`config.mk`:
```
export PLATFORM = sky130hd
export DESIGN_NAME = kth_largest_of_set_top
export DESIGN_NICKNAME = d
export VERILOG_FILES = /design/src/kls_pkg.sv /design/src/kls_cell.sv /design/src/kls_skid.sv /design/src/kth_largest_of_set_top.sv
export SDC_FILE = /design/constraint.sdc
export NUM_CORES = 1
export LEC_CHECK = 0
export BUFFER_PORTS_ARGS = -buffer_cell sky130_fd_sc_hd__buf_4
export CAP_MARGIN = 15
export CORE_MARGIN = 1.5
export CORE_UTILIZATION = 50
export CTS_CLUSTER_SIZE = 14
export DETAILED_ROUTE_END_ITERATION = 7
export GPL_ROUTABILITY_DRIVEN = 0
export HOLD_SLACK_MARGIN = 0.05
export PLACE_DENSITY = 0.66
export SLEW_MARGIN = 20
export SYNTH_ARGS = -nofsm -noshare
export SYNTH_HDL_FRONTEND = slang
export SYNTH_SLANG_ARGS = --single-unit
```
`constraint.sdc`:
```
create_clock -name clk_i -period 12.6 [get_ports clk_i]
set_input_delay 2.52 -clock clk_i [delete_from_list [all_inputs] [get_ports clk_i]]
set_output_delay 2.52 -clock clk_i [all_outputs]
set_load 0.01 [all_outputs]
```
`src/kls_pkg.sv`:
```
// kls_pkg: word types and fixed constants for the k-th largest selector.
// No dependencies; imported by every module of the block.
`timescale 1ns / 1ps

package kls_pkg;

  localparam int SAMPLE_W = 16;
  localparam int RANK_W   = 4;

  localparam logic [RANK_W-1:0] RANK_RESET = RANK_W'(1);

  // Input word: one value of a set plus its framing marks.
  typedef struct packed {
    logic signed [SAMPLE_W-1:0] sample;
    logic                       first_of_set;
    logic                       last_of_set;
  } kls_in_t;

  // Output word: one per input word.
  typedef struct packed {
    logic signed [SAMPLE_W-1:0] selected;
    logic                       found;
  } kls_out_t;

endpackage

```
`src/kls_cell.sv`:
```
// kls_cell: one slot of the descending insertion chain.
// Depends on kls_pkg; instantiated KEEP times by kth_largest_of_set_top.
`timescale 1ns / 1ps

module kls_cell import kls_pkg::*; #(
  parameter int IDX = 0,
  parameter int CW  = 5
) (
  input  logic                       clk_i,
  input  logic                       en_i,       // word accepted this cycle
  input  logic signed [SAMPLE_W-1:0] sample_i,
  input  logic [CW-1:0]              held_i,     // occupied slots before insert
  input  logic                       prev_ge_i,  // left neighbor keeps its value
  input  logic signed [SAMPLE_W-1:0] prev_val_i, // left neighbor's value
  output logic                       ge_o,
  output logic signed [SAMPLE_W-1:0] val_o,
  output logic signed [SAMPLE_W-1:0] nxt_o
);

  logic signed [SAMPLE_W-1:0] val_q, val_d;
  logic                       occupied;

  assign occupied = CW'(IDX) < held_i;
  assign ge_o     = occupied && (val_q >= sample_i);

  // Keep own value, take the new sample, or shift in from the left.
  always_comb begin
    if (ge_o) begin
      val_d = val_q;
    end else if (prev_ge_i) begin
      val_d = sample_i;
    end else begin
      val_d = prev_val_i;
    end
  end

  always_ff @(posedge clk_i) begin
    if (en_i) begin
      val_q <= val_d;
    end
  end

  assign val_o = val_q;
  assign nxt_o = val_d;

endmodule

```
`src/kls_skid.sv`:
```
// kls_skid: two-entry output buffer (output register plus skid register).
// Depends on kls_pkg; instantiated by kth_largest_of_set_top.
`timescale 1ns / 1ps

module kls_skid import kls_pkg::*; (
  input  logic     clk_i,
  input  logic     rst_ni,
  input  logic     push_i,      // new result this cycle
  input  kls_out_t word_i,
  output logic     full_o,      // no room for another result
  output logic     out_valid_o,
  input  logic     out_stall_i,
  output kls_out_t out_word_o
);

  logic     out_valid_q, out_valid_d;
  logic     skid_valid_q, skid_valid_d;
  kls_out_t out_word_q, out_word_d;
  kls_out_t skid_word_q, skid_word_d;
  logic     out_free;

  assign out_free = !out_valid_q || !out_stall_i;

  always_comb begin
    out_valid_d  = out_valid_q;
    skid_valid_d = skid_valid_q;
    out_word_d   = out_word_q;
    skid_word_d  = skid_word_q;
    if (out_free) begin
      if (skid_valid_q) begin
        out_word_d   = skid_word_q;
        out_valid_d  = 1'b1;
        skid_valid_d = 1'b0;
      end else begin
        out_word_d  = word_i;
        out_valid_d = push_i;
      end
    end else if (push_i) begin
      skid_word_d  = word_i;
      skid_valid_d = 1'b1;
    end
  end

  always_ff @(posedge clk_i or negedge rst_ni) begin
    if (!rst_ni) begin
      out_valid_q  <= 1'b0;
      skid_valid_q <= 1'b0;
    end else begin
      out_valid_q  <= out_valid_d;
      skid_valid_q <= skid_valid_d;
    end
  end

  always_ff @(posedge clk_i) begin
    out_word_q  <= out_word_d;
    skid_word_q <= skid_word_d;
  end

  assign full_o      = skid_valid_q;
  assign out_valid_o = out_valid_q;
  assign out_word_o  = out_word_q;

endmodule

```
`src/kth_largest_of_set_top.sv`:
```
// kth_largest_of_set_top: streaming k-th largest selection over framed sets.
// Depends on kls_pkg, kls_cell and kls_skid.
`timescale 1ns / 1ps

// Usage
//  - Input channel (in_valid_i / in_stall_o / in_word_i): one sample per word,
//    tagged first_of_set / last_of_set. A word is taken at a clock edge with
//    valid high and stall low.
//  - Output channel (out_valid_o / out_stall_i / out_word_o): exactly one word
//    per input word, in order. On a last word with more than rank samples held,
//    selected is the sample at zero-based rank in descending order and found
//    is set; every other word yields zero with found clear.
//  - Config: cfg_we_i writes cfg_data_i into rank (capped at KEEP-1). Write
//    only while no words are in flight.
//  - Result: computed from the accepted word and registered in the output buffer.
//  - Throughput: 1 word per cycle while in_stall_o is low; the KEEP cells compare
//    against the new sample in parallel and each shifts from its left neighbor.
//  - Stall: a two-entry output buffer absorbs one extra result, so input
//    is still taken after the receiver stalls until the skid entry fills;
//    after that in_stall_o stays high until the receiver takes a word.
//  - Reset: held count cleared, rank back to 1, output buffer empty. The cell
//    values are not reset; slots beyond the held count are never read.
module kth_largest_of_set_top import kls_pkg::*; #(
  parameter int KEEP = 16
) (
  input  logic              clk_i,
  input  logic              rst_ni,
  input  logic              in_valid_i,
  output logic              in_stall_o,
  input  kls_in_t           in_word_i,
  output logic              out_valid_o,
  input  logic              out_stall_i,
  output kls_out_t          out_word_o,
  input  logic              cfg_we_i,
  input  logic [RANK_W-1:0] cfg_data_i
);

  localparam int CW = $clog2(KEEP + 1);  // held count, 0..KEEP
  localparam int IW = $clog2(KEEP);      // slot index

  logic [RANK_W-1:0] rank_q;
  logic [CW-1:0]     held_q, held_d;
  logic [CW-1:0]     held_before;  // occupied slots seen by the insert
  logic [CW-1:0]     held_after;
  logic [IW-1:0]     r_sel;
  logic              accept;
  logic              buf_full;
  logic              hit;
  kls_out_t          res;

  logic                       cell_ge  [KEEP];
  logic signed [SAMPLE_W-1:0] cell_val [KEEP];
  logic signed [SAMPLE_W-1:0] cell_nxt [KEEP];

  assign in_stall_o = buf_full;
  assign accept     = in_valid_i && !buf_full;

  // A first word drops whatever the previous set left.
  assign held_before = in_word_i.first_of_set ? '0 : held_q;
  assign held_after  = (held_before < CW'(KEEP)) ? held_before + CW'(1) : held_before;

  // Insertion chain: slot 0 sees an always-keeping neighbor.
  for (genvar i = 0; i < KEEP; i++) begin : g_cell
    logic                       prev_ge;
    logic signed [SAMPLE_W-1:0] prev_val;
    if (i == 0) begin : g_head
      assign prev_ge  = 1'b1;
      assign prev_val = in_word_i.sample;
    end else begin : g_body
      assign prev_ge  = cell_ge[i-1];
      assign prev_val = cell_val[i-1];
    end
    kls_cell #(
      .IDX (i),
      .CW  (CW)
    ) u_cell (
      .clk_i      (clk_i),
      .en_i       (accept),
      .sample_i   (in_word_i.sample),
      .held_i     (held_before),
      .prev_ge_i  (prev_ge),
      .prev_val_i (prev_val),
      .ge_o       (cell_ge[i]),
      .val_o      (cell_val[i]),
      .nxt_o      (cell_nxt[i])
    );
  end

  // Rank capped to the last slot.
  assign r_sel = (int'(rank_q) > KEEP - 1) ? IW'(KEEP - 1) : IW'(rank_q);
  assign hit   = in_word_i.last_of_set && (int'(held_after) > int'(r_sel));

  always_comb begin
    res.selected = hit ? cell_nxt[r_sel] : '0;
    res.found    = hit;
  end

  // A reported selection empties the set.
  always_comb begin
    held_d = held_q;
    if (accept) begin
      held_d = hit ? '0 : held_after;
    end
  end

  always_ff @(posedge clk_i or negedge rst_ni) begin
    if (!rst_ni) begin
      held_q <= '0;
      rank_q <= RANK_RESET;
    end else begin
      held_q <= held_d;
      if (cfg_we_i) begin
        rank_q <= cfg_data_i;
      end
    end
  end

  kls_skid u_skid (
    .clk_i       (clk_i),
    .rst_ni      (rst_ni),
    .push_i      (accept),
    .word_i      (res),
    .full_o      (buf_full),
    .out_valid_o (out_valid_o),
    .out_stall_i (out_stall_i),
    .out_word_o  (out_word_o)
  );

endmodule

```
; Word level (Yosys, flattened, before mapping)
; Cells that the tools add are included.
[totals]
reg_bits = 301
latch_bits = 0
mem_bits_rw = 0
rom_bits = 0
in_bits = 27
out_inout_bits = 19
memories = 0
[op_classes]
add_sub_neg = 1
n_mul = 0
n_div = 0
order_cmp = 35
n_eq_ne = 0
n_shift = 0
mux = 42
n_bitwise = 2
reduce_logical = 24
[op_table]
columns = cell, count
row1 = $mux W16, 34
row2 = $ge A16 B16 Y1, 16
row3 = $bmux W16 S4, 1
row4 = $lt A4 B5 Y1 const A, 8
row5 = $lt A3 B5 Y1 const A, 4
row6 = $logic_and A1 B1 Y1, 18
row7 = $mux W17, 1
row8 = $mux W5, 3
row9 = $lt A1 B5 Y1 const A, 2
row10 = $lt A2 B5 Y1 const A, 2
row11 = $add A5 B1 Y5 const B, 1
row12 = $ge A5 B5 Y1 const B, 1
row13 = $gt A5 B4 Y1, 1
row14 = $lt A5 B5 Y1 const B, 1
row15 = $not A4 Y5, 1
row16 = $logic_not A1 Y1, 3
row17 = $mux W1, 3
row18 = $reduce_and A2 Y1, 1
row19 = $reduce_bool A2 Y1, 1
row20 = $logic_or A1 B1 Y1, 1
row21 = $not A1 Y1, 1

; Logic depth before layout (Yosys ltp)
[depth]
ltp_word = 10
mapped_depth = 19
ltp_nobuf = 18

; Cells and area by module
; From an unflattened synthesis, not the netlist that was laid out.
[hier_totals]
cells_unflattened = 2066
hier_area_um2 = 25274.2
[by_module_without_submodules]
columns = module, instances, cells_each, area_each_um2, seq_area_each_um2
row1 = kls_cell at g_cell[12].u_cell ..., 2, 112, 1338.8, 480.5
row2 = kls_cell at g_cell[0].u_cell ..., 2, 113, 1337.5, 480.5
row3 = kls_cell at g_cell[14].u_cell ..., 2, 111, 1335.0, 480.5
row4 = kls_cell at g_cell[3].u_cell ..., 2, 111, 1331.3, 480.5
row5 = kth_largest_of_set_top, 1, 209, 2593.7, 226.5
row6 = kls_skid, 1, 59, 1353.8, 1071.0
row7 = kls_cell at g_cell[10].u_cell, 1, 112, 1340.0, 480.5
row8 = kls_cell at g_cell[2].u_cell, 1, 111, 1336.3, 480.5
row9 = kls_cell at g_cell[13].u_cell, 1, 131, 1333.8, 480.5
row10 = kls_cell at g_cell[5].u_cell, 1, 110, 1332.5, 480.5
row11 = kls_cell at g_cell[1].u_cell, 1, 110, 1331.3, 480.5
row12 = kls_cell at g_cell[9].u_cell, 1, 112, 1325.0, 480.5
row13 = kls_cell at g_cell[15].u_cell, 1, 109, 1323.8, 480.5
row14 = kls_cell at g_cell[11].u_cell, 1, 109, 1318.8, 480.5

; Worst setup path after synthesis
; OpenSTA, ideal clock, no wires.
[synth_path]
path_type = input-to-reg
start = input in_valid_i
end = register g_cell[0].u_cell.val_q[0], enable pin
setup_ns = 0.607
arrival_time_ns = 7.706
required_ns = 11.993
path_slack_ns = 4.287
stages = 3
cell_sequence = nand2b_1 > clkbuf_1 > inv_1
[synth_via]
elab_chain_cells = 1
[synth_lines]
columns = element, line
row1 = from (decl), kth_largest_of_set_top.sv:28  ; input logic in_valid_i,
row2 = $logic_and A1 B1 Y1, kth_largest_of_set_top.sv:56  ; assign accept = in_valid_i && !buf_full;
row3 = net accept, kth_largest_of_set_top.sv:46  ; logic accept;
row4 = to (signal assigned), kls_cell.sv:39  ; val_q <= val_d;
row5 = to (decl), kls_cell.sv:20  ; logic signed [SAMPLE_W-1:0] val_q, val_d;
; The timed path passes the listed nets, and every way through them passes these cells.
; A chain may end at the register's enable or synchronous reset.

==> impl_metrics.json <==
{
  "synthSimpleGateAreaFrac_pct": 17.2,
  "ctsHoldBuffers": 0,
  "synth_top_family_by_area": "compound AO/OA/AOI/OAI gates",
  "grt_usage_pct": 38.0,
  "grt_antenna_before_repair": 2,
  "cts.sinks": 301,
  "path_buf_inv": 3,
  "clock_path_buffers": 3,
  "slew_headroom_pct": 22.2,
  "yosysSeqAreaShare_pct": 37.3,
  "layout.nets": 2928,
  "synth-edff-count": 290,
  "critPathMaxFanout": 57,
  "p_leak_nw": 10.6,
  "grt_overflow": 0,
  "drive_above_1_share_pct": 9.60,
  "worst_path_max_delay_cell": "inv_1",
  "die_height_um": 222,
  "cp-end-kind": "flop",
  "cp_cell_sequence": "buf_4 > inv_1 > ha_1 > and3_1 > a221oi_1 > nor2_1 > or4_4 > o21ai_4 > buf_4 > mux2_2 > a211o_1 > o221a_2 > a41oi_1 > a31oi_1 > mux2_2",
  "coreArea_um2": 47600,
  "finalCritPeriodShare_pct": 58.2,
  "yosysWarnings": 0,
  "synth_mux_area_share_pct": 5.58,
  "ios": 46,
  "placementRows": 80,
  "worst_slew_pin_slew_ns": 1.17,
  "hpwl_um": 69100,
  "wirelength_um": 95000,
  "period_needed_ns": 7.34,
  "wl_per_cell_um": 29.0,
  "postSynth.asyncResetShare_pct": 3.65,
  "cts_made_buffers": 37,
  "critPathTopFamily": "compound AO/OA/AOI/OAI gates",
  "syn_area_per_cell_um2": 9.06,
  "max-vdd-ir-drop_mv": 0.119,
  "hold_viol": 0,
  "synth_compound_area_share_pct": 22.0,
  "hold_ws_ns": 0.524,
  "cts_setup_buffers": 0,
  "synth_xor_area_share_pct": 0.109,
  "synth_cell_type_count": 94,
  "syn_nets": 2944,
  "fmax_mhz": 136,
  "clock_latency_ns": 0.59,
  "die_w_um": 222,
  "initial_core_util_pct": 50.5,
  "grt_max_degree": 106,
  "rrSetupSlack_ns": 7.26,
  "critPathLaunch": "in_word_i[8]",
  "synth_ff_type": "edfxtp_1",
  "postSynthCellCount": 2656,
  "cts_tree": "yes",
  "hold_class": "flop to flop",
  "critPathArrivalTime_ns": 7.67,
  "startpoint_type": "input pin",
  "power_density_nw_per_um2": 134,
  "die_area_um2": 49400,
  "drv_slew": 0,
  "via_per_inst": 6.96,
  "netlist_area_um2": 24100,
  "finalSetupTns_ns": 0,
  "fin_area_um2": 26200,
  "skew_ns": 0.0241,
  "grt_pass1_vias": 21772,
  "grt_pass1_wl_um": 140000,
  "cts_resized": 0,
  "ys_ff_latch": 301,
  "antenna_left": 0,
  "area_growth_pct": 9.00,
  "vias": 22835,
  "slowest_delay_ns": 0.74,
  "h-tree-depth": 2,
  "portBuffers": 45,
  "maxCapViolCount": 0,
  "required_ns": 12.93,
  "drt_iter0_drc": 2927,
  "cts.reportedPaths.clkPinSlew_ns": 0.06,
  "drc_errors": 0,
  "clock-root-buffer": "clkbuf_16",
  "rsz0062_at_grt": "false",
  "hold_start": "u_skid.skid_word_q[1]",
  "rr_startpoint": "held_q[1]",
  "synthAdderAreaFrac_pct": 13.6,
  "place_area_um2": 24900,
  "finalSetupViolCount": 0,
  "path_class": "input pin to flop",
  "first_pass_iters": 6,
  "status": "finished clean"
}
[Yosys cell counts, drive strengths merged, types with 55 or more instances]
cell type	number	area share, %
nand2	364	5.7
nor2	296	4.6
edfxtp	290	36
ha	261	14
a21oi	260	5.5
o21ai	125	2.6
mux2i	91	3.8
a31oi	88	2.3
clkbuf	86	1.3
buf	76	1.8
inv	65	1.0
nand4	59	1.5
nor3	55	1.2
[report_power, final]
group	internal, mW	total (mW)	switching (mW)
Clock	0.700	1.17	0.475
Sequential	1.25	1.38	0.130
Combinational	0.342	0.965	0.623
[final timing paths]
check	endpoint	depth (start not counted)
worst max-delay path	u_skid.out_word_o[3]	15
worst min-delay path	u_skid.out_word_o[1]	2
worst max register to register	u_skid.out_word_o[3]	18
worst min register to register	u_skid.out_word_o[1]	2
max in group asynchronous	r_sel[0]	1
min in group asynchronous	u_skid.out_valid_o	1
[sequential cells by signal, summed over array words and instances (netlist names)]
signal,flops
g_cell.u_cell.val_o,256
r_sel,4
held_q,5
u_skid.full_o,1
u_skid.skid_word_q,17
u_skid.out_word_o,17
u_skid.out_valid_o,1
[cells in the final DEF (no fill, tap or decap), types with 16 or more instances in the layout]
master,synthesis,final
a211oi_1,26,26
a21o_1,42,42
a21oi_1,257,257
a221oi_1,19,19
a22oi_1,19,19
a31oi_1,86,86
and3_1,18,18
buf_4,8,107
clkbuf_16,0,39
edfxtp_1,290,290
ha_1,261,261
inv_1,64,63
mux2_2,37,37
mux2i_1,91,87
nand2_1,364,364
nand3_1,37,37
nand4_1,59,59
nor2_1,294,290
nor2b_1,21,21
nor3_1,54,53
o211ai_1,32,32
o21a_1,16,16
o21ai_0,114,114
o31ai_1,19,19
[cell families after synthesis]
group,after synthesis
AO/OA/AOI/OAI,802
XOR/XNOR,3
adder cells (fa/ha/maj),261
buffers and inverters,228
flip-flops,301
multiplexers,129
AND/OR/NAND/NOR,932
[final cells by class]
cell class	count	area, um^2
Inverter	66	255
Tap cell	615	769
Antenna cell	1	2.50
Multi-Input combinational cell	2127	14100
Timing Repair Buffer	107	803
Clock inverter	18	245
Clock buffer	48	1030
Fill cell	4247	21400
Sequential cell	301	8980
[layer usage]
layer	wire length (um)	vias to the layer above	track usage, %
li1	-	10072	-
met1	34200	10744	46.5
met2	41800	1610	59.4
met3	10800	405	8.04
met4	8130	4	27.6
met5	22	-	0
[worst register-to-register path: stages, from the launching register on]
cell,delay (ns)
dfrtp_1,0.73
and2b_1,0.43
ha_1,0.29
mux2_2,0.32
ha_1,0.31
nor2b_1,0.14
o21a_1,0.17
o21a_1,0.16
o21ai_0,0.15
nand2_1,0.07
nand2_1,0.07
buf_4,0.28
inv_1,0.44
o221a_2,0.28
a21boi_0,0.11
nor4b_1,0.15
a41oi_1,0.51
a31oi_1,0.19
mux2_2,0.30
[metrics by stage]
step / power [mW] / util [%] / setup slack, ns / instances
final: 3.52 / 55.0 / 5.26 / 3283
after floorplan: 1.97 / - / 4.29 / 2656
after CTS: 3.48 / 55.0 / 5.45 / 3282
after detailed placement: 2.32 / 52.4 / 4.87 / 3216
after global placement: 2.30 / 52.4 / 4.92 / 3216
after global routing: 3.63 / 55.0 / 5.12 / 3282
Power figures use the tool's default switching activity.
